--- config.mk ---
export PLATFORM = sky130hd
export DESIGN_NAME = fps_out_reg
export DESIGN_NICKNAME = d
export VERILOG_FILES = /design/src/fps_pkg.sv /design/src/fps_out_reg.sv
export SDC_FILE = /design/constraint.sdc
export NUM_CORES = 1
export LEC_CHECK = 0
export ABC_AREA = 1
export BUFFER_PORTS_ARGS = -buffer_cell sky130_fd_sc_hd__buf_2
export CAP_MARGIN = 20
export CORE_MARGIN = 2
export CORE_UTILIZATION = 39
export CTS_CLUSTER_DIAMETER = 50
export CTS_CLUSTER_SIZE = 28
export DETAILED_ROUTE_END_ITERATION = 16
export PLACE_DENSITY = 0.77
export SLEW_MARGIN = 25
export SYNTH_ARGS = -nofsm -noshare
export SYNTH_HDL_FRONTEND = slang
export SYNTH_SLANG_ARGS = --single-unit
--- constraint.sdc ---
create_clock -name clk_i -period 0.8 [get_ports clk_i]
set_clock_uncertainty 0.05 [all_clocks]
set_input_delay 0.04 -clock clk_i [delete_from_list [all_inputs] [get_ports clk_i]]
set_output_delay 0.04 -clock clk_i [all_outputs]
set_load 0.02 [all_outputs]
--- src/fps_pkg.sv ---
// shared constants, codes and transaction types for the free page stack
`timescale 1ns / 1ps
`default_nettype none
package fps_pkg;

  localparam int PAGE_W    = 20;
  localparam int COUNT_W   = 11;
  localparam int CAP_W     = 11;
  localparam int STATUS_W  = 2;

  localparam int DEPTH_DEF     = 1024;
  localparam int PAGE_BITS_DEF = 20;

  localparam logic [CAP_W-1:0] CAP_RESET = 11'd1024;

  localparam logic CMD_ALLOC = 1'b0;
  localparam logic CMD_FREE  = 1'b1;

  localparam logic [STATUS_W-1:0] ST_OK    = 2'd0;
  localparam logic [STATUS_W-1:0] ST_EMPTY = 2'd1;
  localparam logic [STATUS_W-1:0] ST_FULL  = 2'd2;

  typedef struct packed {
    logic              command;
    logic [PAGE_W-1:0] page_number;
  } cmd_t;

  typedef struct packed {
    logic [PAGE_W-1:0]   page_out;
    logic [STATUS_W-1:0] status;
    logic [COUNT_W-1:0]  free_count;
  } res_t;

endpackage
`default_nettype wire

--- src/fps_out_reg.sv ---
// result register with stall handling toward the consumer
`timescale 1ns / 1ps
`default_nettype none
module fps_out_reg (
  input  wire logic          clk_i,
  input  wire logic          rst_ni,
  input  wire logic          load_i,
  input  wire fps_pkg::res_t res_i,
  output logic               advance_o,
  output logic               out_valid_o,
  input  wire logic          out_stall_i,
  output logic [19:0]        page_out_o,
  output logic [1:0]         status_o,
  output logic [10:0]        free_count_o
);
  import fps_pkg::*;

  logic valid_q, valid_d;
  res_t res_q;

  assign advance_o = !valid_q || !out_stall_i;
  assign valid_d   = load_i || (valid_q && out_stall_i);

  always_ff @(posedge clk_i or negedge rst_ni) begin
    if (!rst_ni) begin
      valid_q <= 1'b0;
    end else begin
      valid_q <= valid_d;
    end
  end

  always_ff @(posedge clk_i) begin
    if (load_i) begin
      res_q <= res_i;
    end
  end

  assign out_valid_o  = valid_q;
  assign page_out_o   = res_q.page_out;
  assign status_o     = res_q.status;
  assign free_count_o = res_q.free_count;

endmodule
`default_nettype wire
==> impl_metrics.ini <==
[cells_and_area]
mostFrequentLayoutCell = buf_2
antenna_cells = 0
fin_nets = 190
fillerInstances = 127
layout-drive-gt1-share = 0.539
layout.cells.non_filler = 184
syn2layout_area_growth_pct = 94.9
layout_common_cells = buf_2 (49), dlygate4sd3_1 (35), edfxtp_1 (33)

[worst_setup_path]
path_class = flop to output port
path_cells = nand2_2 -> buf_6
cp-start-kind = flop
slowest_delay_ps = 430
cpMaxStageDelayCell = dfrtp_2
arrival_ps = 940
path_max_fanout = 2
cp.required_ps = 710
cp-end-kind = output port

[synthesis]
syn_avg_cell_area_um2 = 27.9
syn_area_um2 = 1030
postSynthCellCount = 37
yosys.cell_types.count = 4
ys_ff_latch = 34
yosysWarningCount = 0
syn-num-nets = 74
synth_seq_area_share = 0.984

[sta]
slew_headroom = 0.918
slew_viol_final = 0
worst_slack_ps = -231
fmax_ghz = 0.970
setup_tns_ps = -5260
tightest_slew_ps = 122
timing.final.crit_period_ps = 1030
rsz0062_at_grt = true
post-route-period-util = 1.29
hold_ws_ps = 19.1
hold_viol = 0
finalSetupViolations = 36

[global_routing]
grt_pass1_wl_um = 4330
grtUsageTotal = 0.196
grt_start_max_net_pins = 23
grt_pass1_vias = 915
antenna_found_initial = 0
grt_overflow = 0

[floorplan]
design.die.area_um2 = 3070
io-pin-count = 72
die-width_um = 55.4
rows = 18
initial_utilization = 0.413
die_h_um = 55.4
core_area_um2 = 2500

[placement]
port_buffers = 71
gp_congestion = 0.687
place_ws_ps = 89.5
post-place-cells = 140

[clock_tree]
cts.path.max_buffers = 2
clock_latency_ps = 320
cts_root_buf = clkbuf_4
cts_tree = yes
clock_sinks = 34
cts_made_buffers = 5
clk_pin_slew_worst_paths_ps = 110
htreeDepth = 2

[outcome]
outcome = finished, violations left
failed_checks = setup timing

[routing]
wl_per_cell_um = 16.5
via_per_inst = 4.38
postRouteAntennaNets = 0
dr.pass1.iters = 4
drc = 0
drtIter0Drc = 17
routed_wl_um = 3040
vias = 805

[pwr]
irDropWorstVdd_uv = 1490
leakage_nw = 0.869
cellPowerDensity_nw_per_um2 = 1860

[hold_path]
holdCritPathClass = input pin to flop

[flow_run]
cap_violations = 0
through the flow:
stage               total power [mW]  instance area [um2]   util
floorplan                       2.38                 1030      -
global placement                2.63                 1470  0.587
detailed placement              2.65                 1470  0.587
CTS                             3.66                 1940  0.777
global route                    3.92                 2010  0.805
finish                          3.75                 2010  0.805
cell families (layout without fill, tap and decap cells):
family	Yosys count	after routing	share of synthesized area
DFF	34	34	0.984
and+or+nand+nor	2	2	0.0121
buffers and inverters	1	118	0.00363
cells in the mapped netlist, drive strengths merged:
library cell	number	area [um2]
nand2	2	12.5
dfrtp	1	25.0
inv	1	3.75
edfxtp	33	991
timing repair:
action / in CTS / in global routing
pin swaps: 1 / 1
setup buffers: 1 / 0
gates resized for setup: 22 / 22
hold buffers: 35 / 0
hold endpoints to repair: 35 / 0
endpoints found under the setup margin: 35 / 36
report_power, final:
part / switching, mW / total, mW / internal, mW
sequential: 0.0585 / 2.17 / 2.11
combinational: 0.330 / 0.719 / 0.389
clock: 0.530 / 0.860 / 0.330
total: 0.918 / 3.75 / 2.83
per-layer routing:
layer  wire length (um)  track usage  share of wire  vias up
li1                   -            -              -      378
met5                  0            0              0        -
met2               1550        0.306           0.51       53
met3                305       0.0960           0.10        4
met4                 26       0.0732         0.0086        0
met1               1160        0.233           0.38      370
flip-flops by register name, summed over array words and instances, names as in the netlist:
register and flops:
free_count_o 11, out_valid_o 1, page_out_o 20, status_o 2
worst max-delay path: cells and delay by family, from the launching register on:
kind | cells | cell delay, ps
and+or+nand+nor | 1 | 80
DFF | 1 | 430
buffers and inverters | 1 | 110
final cells by class:
cell class	count	area, um2	area share
Clock buffer	6	41.3	0.0205
Clock inverter	2	8.76	0.00435
Inverter	1	3.75	0.00187
Multi-Input combinational cell	2	12.5	0.00622
Sequential cell	34	1020	0.506
Tap cell	30	37.5	0.0187
Timing Repair Buffer	109	891	0.443
worst paths after layout:
path	from	to	slack (ps)	cells past startpoint
worst min register to register	out_valid_o$_DFF_PN0_	out_valid_o$_DFF_PN0_	610	3
max in group asynchronous	rst_ni	out_valid_o$_DFF_PN0_	100	3
min in group asynchronous	rst_ni	out_valid_o$_DFF_PN0_	490	3
worst max register to register	out_valid_o$_DFF_PN0_	out_valid_o$_DFF_PN0_	0	3
worst max-delay path	out_valid_o$_DFF_PN0_	advance_o	-230	2
worst min-delay path	out_stall_i	out_valid_o$_DFF_PN0_	20	4
(Power assumes the default switching activity.)
