--- src/fps_pkg.sv ---
// shared constants, codes and transaction types for the free page stack
`timescale 1ns / 1ps
`default_nettype none
package fps_pkg;

  localparam int PAGE_W    = 20;
  localparam int COUNT_W   = 11;
  localparam int CAP_W     = 11;
  localparam int STATUS_W  = 2;

  localparam int DEPTH_DEF     = 1024;
  localparam int PAGE_BITS_DEF = 20;

  localparam logic [CAP_W-1:0] CAP_RESET = 11'd1024;

  localparam logic CMD_ALLOC = 1'b0;
  localparam logic CMD_FREE  = 1'b1;

  localparam logic [STATUS_W-1:0] ST_OK    = 2'd0;
  localparam logic [STATUS_W-1:0] ST_EMPTY = 2'd1;
  localparam logic [STATUS_W-1:0] ST_FULL  = 2'd2;

  typedef struct packed {
    logic              command;
    logic [PAGE_W-1:0] page_number;
  } cmd_t;

  typedef struct packed {
    logic [PAGE_W-1:0]   page_out;
    logic [STATUS_W-1:0] status;
    logic [COUNT_W-1:0]  free_count;
  } res_t;

endpackage
`default_nettype wire

--- src/fps_in_reg.sv ---
// input register stage holding one command transaction
`timescale 1ns / 1ps
`default_nettype none
module fps_in_reg (
  input  wire logic                  clk_i,
  input  wire logic                  rst_ni,
  input  wire logic                  in_valid_i,
  output logic                       in_stall_o,
  input  wire logic                  command_i,
  input  wire logic [19:0]           page_number_i,
  input  wire logic                  advance_i,
  output logic                       valid_o,
  output fps_pkg::cmd_t              cmd_o
);
  import fps_pkg::*;

  logic valid_q, valid_d;
  logic load;
  cmd_t cmd_q;

  assign in_stall_o = valid_q && !advance_i;
  assign load       = in_valid_i && !in_stall_o;
  assign valid_d    = load || (valid_q && !advance_i);

  always_ff @(posedge clk_i or negedge rst_ni) begin
    if (!rst_ni) begin
      valid_q <= 1'b0;
    end else begin
      valid_q <= valid_d;
    end
  end

  always_ff @(posedge clk_i) begin
    if (load) begin
      cmd_q.command     <= command_i;
      cmd_q.page_number <= page_number_i;
    end
  end

  assign valid_o = valid_q;
  assign cmd_o   = cmd_q;

endmodule
`default_nettype wire

--- config.mk ---
export PLATFORM = sky130hd
export DESIGN_NAME = fps_in_reg
export DESIGN_NICKNAME = d
export VERILOG_FILES = /design/src/fps_pkg.sv /design/src/fps_in_reg.sv
export SDC_FILE = /design/constraint.sdc
export NUM_CORES = 1
export LEC_CHECK = 0
export ABC_CLOCK_PERIOD_IN_PS = 1200
export BUFFER_PORTS_ARGS = -buffer_cell sky130_fd_sc_hd__buf_4
export CORE_MARGIN = 5
export CORE_UTILIZATION = 41
export CTS_BUF_LIST = sky130_fd_sc_hd__clkbuf_2 sky130_fd_sc_hd__clkbuf_4 sky130_fd_sc_hd__clkbuf_8
export DETAILED_ROUTE_END_ITERATION = 10
export HOLD_SLACK_MARGIN = 0.06
export PLACE_DENSITY = 0.78
export SLEW_MARGIN = 25
export SYNTH_ARGS = -nofsm -noshare
export SYNTH_HDL_FRONTEND = slang
export SYNTH_SLANG_ARGS = --single-unit
--- constraint.sdc ---
create_clock -name clk_i -period 1.2 [get_ports clk_i]
set_input_delay 0.36 -clock clk_i [delete_from_list [all_inputs] [get_ports clk_i]]
set_output_delay 0.36 -clock clk_i [all_outputs]
set_load 0.02 [all_outputs]
==> results.toml <==
[status]
outcome = "finished, violations left"
violations = "setup timing"

[critical_path]
cp_max_fo = 2
crit_required_ns = 0.84
reg2reg_to = "cmd_o[11]$_DFFE_PP_"
cp_slowest_cell = "dfrtp_1"
critPathMaxStageDelay_ns = 0.42
cp-endpoint = "in_stall_o"
crit_path_cell_trace = "nand2b_4, inv_2, buf_6"
startpoint = "valid_o$_DFF_PN0_"
startpoint_type = "register"
r2r-start = "valid_o$_DFF_PN0_"
crit_arrival_ns = 0.95
critPathCaptureType = "output port"
r2r_slack_ns = 0.06
path_class = "reg -> out"
r2r_cells = 3

[routing]
wire_per_inst_um = 15.6
ant_nets = 0
num_vias = 453
vias_per_cell = 4.72
drt_drc_violations_left = 0
routed_wirelength_um = 1500
dr.first_iter.drc_count = 7
dr.pass1.iters = 3

[yosys]
ys_seq_area_share_pct = 95.3
synth.mux.area_fraction_pct = 0
syn_nets = 51
synth_simple_gate_area_share_pct = 4.18
ys_types = 6
yosys.area_share.xor_xnor_pct = 0
synth_cells = 26
yosysWarnings = 0
ys_seq_elements = 22
synth_top_family_by_area = "simple AND/OR/NAND/NOR gates"
avgSynthCellArea_um2 = 26.5
synth_adder_area_share_pct = 0
syn_area_um2 = 688
synth_compound_area_share_pct = 0

[floorplan]
row_count = 14
start_util_pct = 44.6
die_area_um2 = 2600
die_h_um = 51.0
die_w_um = 51.0
pin_count = 48
core_um2 = 1540

[layout]
syn2layout_area_growth_pct = 75.3
mostFrequentLayoutCells = "buf_4, buf_6, edfxtp_1"
antennaDiodeCount = 0
nFillCells = 94
area.sequential_um2 = 656
multiInputGateArea_um2 = 37.5
drive_gt1_share_pct = 70.0
nets = 106
final_common_cell = "buf_4"

[power_and_ir_drop]
ir_drop_uv = 931
powerDensity_nw_per_um2 = 1280
leakagePower_nw = 0.520

[timing]
slew_headroom_pct = 89.8
slew_viol_final = 0
tightest_slew_ns = 0.153
setup_viol = 9
fmax_mhz = 762
finClkSkew_ns = 0.00246
fin_hold_ws_ns = 0.231
fin_crit_sh_pct = 109
rsz0062_at_grt = "yes"
finalHoldViolCount = 0
timing.final.ws_setup_ns = -0.113
period_minus_slack_ns = 1.31

[clocking]
numCtsBuffers = 3
clkTransAtPathRegs_ns = 0.11
cts_sinks = 22
cts_tree = "built"
clk_root_buffer_cell = "clkbuf_4"
clk_path_buf_depth = 2
clk_latency_ns = 0.29
clock_tree.htree_level_count = 1

[worst_hold_path]
worstHoldStart = "page_number_i[4]"
hold_path.class = "in -> reg"

[grt]
track_usage_pct = 12.2
grt_max_degree = 22
antenna_found_initial = 0
first_global_vias = 504
overflow = 0
grt_pass1_wl_um = 2270

[placement]
portBuffers = 47
place_ws_ns = -0.00462
place_congestion = 0.663

[run]
cap_violations = 0
power breakdown:
group	internal, mW	switching, mW
sequential	0.892	0.0193
combinational	0.138	0.104
clock	0.185	0.204
total	1.21	0.327
Yosys cell counts:
library cell	n	area share [%]
and2_4	1	1.3
inv_1	1	0.54
edfxtp_1	21	92
dfrtp_1	1	3.6
nand2b_1	1	0.91
nand2b_4	1	2.0
worst max-delay path: cells and delay by family (launching register included):
family,cells,cell delay [ns]
DFF,1,0.42
and+or+nand+nor,1,0.09
buffers and inverters,2,0.15
what timing repair did:
action                                  4_1_cts  5_1_grt
gates resized for setup                      21        3
hold endpoints to repair                      1        0
cloned                                        0        1
hold buffers                                  1        0
endpoints found under the setup margin       23       44
pin swaps                                     1        0
buffers inserted                              1        0
metal layers:
| layer | global-route usage, % | part of all wire [%] | vias to the layer above |
|---|---|---|---|
| li1 | - | - | 208 |
| met1 | 12.8 | 30 | 208 |
| met2 | 20.0 | 53 | 37 |
| met3 | 6.69 | 17 | 0 |
| met4 | 5.11 | 0 | 0 |
| met5 | 0 | 0 | - |
through the flow:
| step | area [µm²] | utilization, % | power (mW) | setup TNS [ns] | cells |
|---|---|---|---|---|---|
| after floorplan | 688 | - | 1.00 | 0 | 26 |
| after global placement | 1060 | 68.8 | 1.12 | 0 | 89 |
| after detailed placement | 1060 | 68.8 | 1.13 | -0.0849 | 89 |
| after CTS | 1190 | 77.2 | 1.55 | -0.959 | 95 |
| after global routing | 1210 | 78.2 | 1.62 | -1.46 | 96 |
| final | 1210 | 78.2 | 1.54 | -0.238 | 96 |
worst min path at each step:
stage	slack [ns]	depth (start not counted)	endpoint
CTS	0.22	1	cmd_o[1]$_DFFE_PP_
detailed placement	0.14	1	valid_o$_DFF_PN0_
finish	0.23	1	cmd_o[4]$_DFFE_PP_
floorplan	0.06	0	valid_o$_DFF_PN0_
global placement	0.14	1	valid_o$_DFF_PN0_
global route	0.20	1	cmd_o[17]$_DFFE_PP_
sequential cells by signal, summed over array words and instances (netlist names):
register and cells:
valid_o 1, cmd_o 21
area by class of cell:
class	instances	share of cell area, %
multi-input cells	4	3.11
flip-flops and latches	22	54.4
repair buffers	49	37.6
inverters	1	0.311
clock buffers	4	3.01
well taps	16	1.66
cells by family (layout without fill, tap and decap cells):
family                 count (synthesis)  count (layout)
AND/OR/NAND/NOR                        3               4
flip-flops                            22              22
buffers and inverters                  1              54
Power figures use the tool's default switching activity.
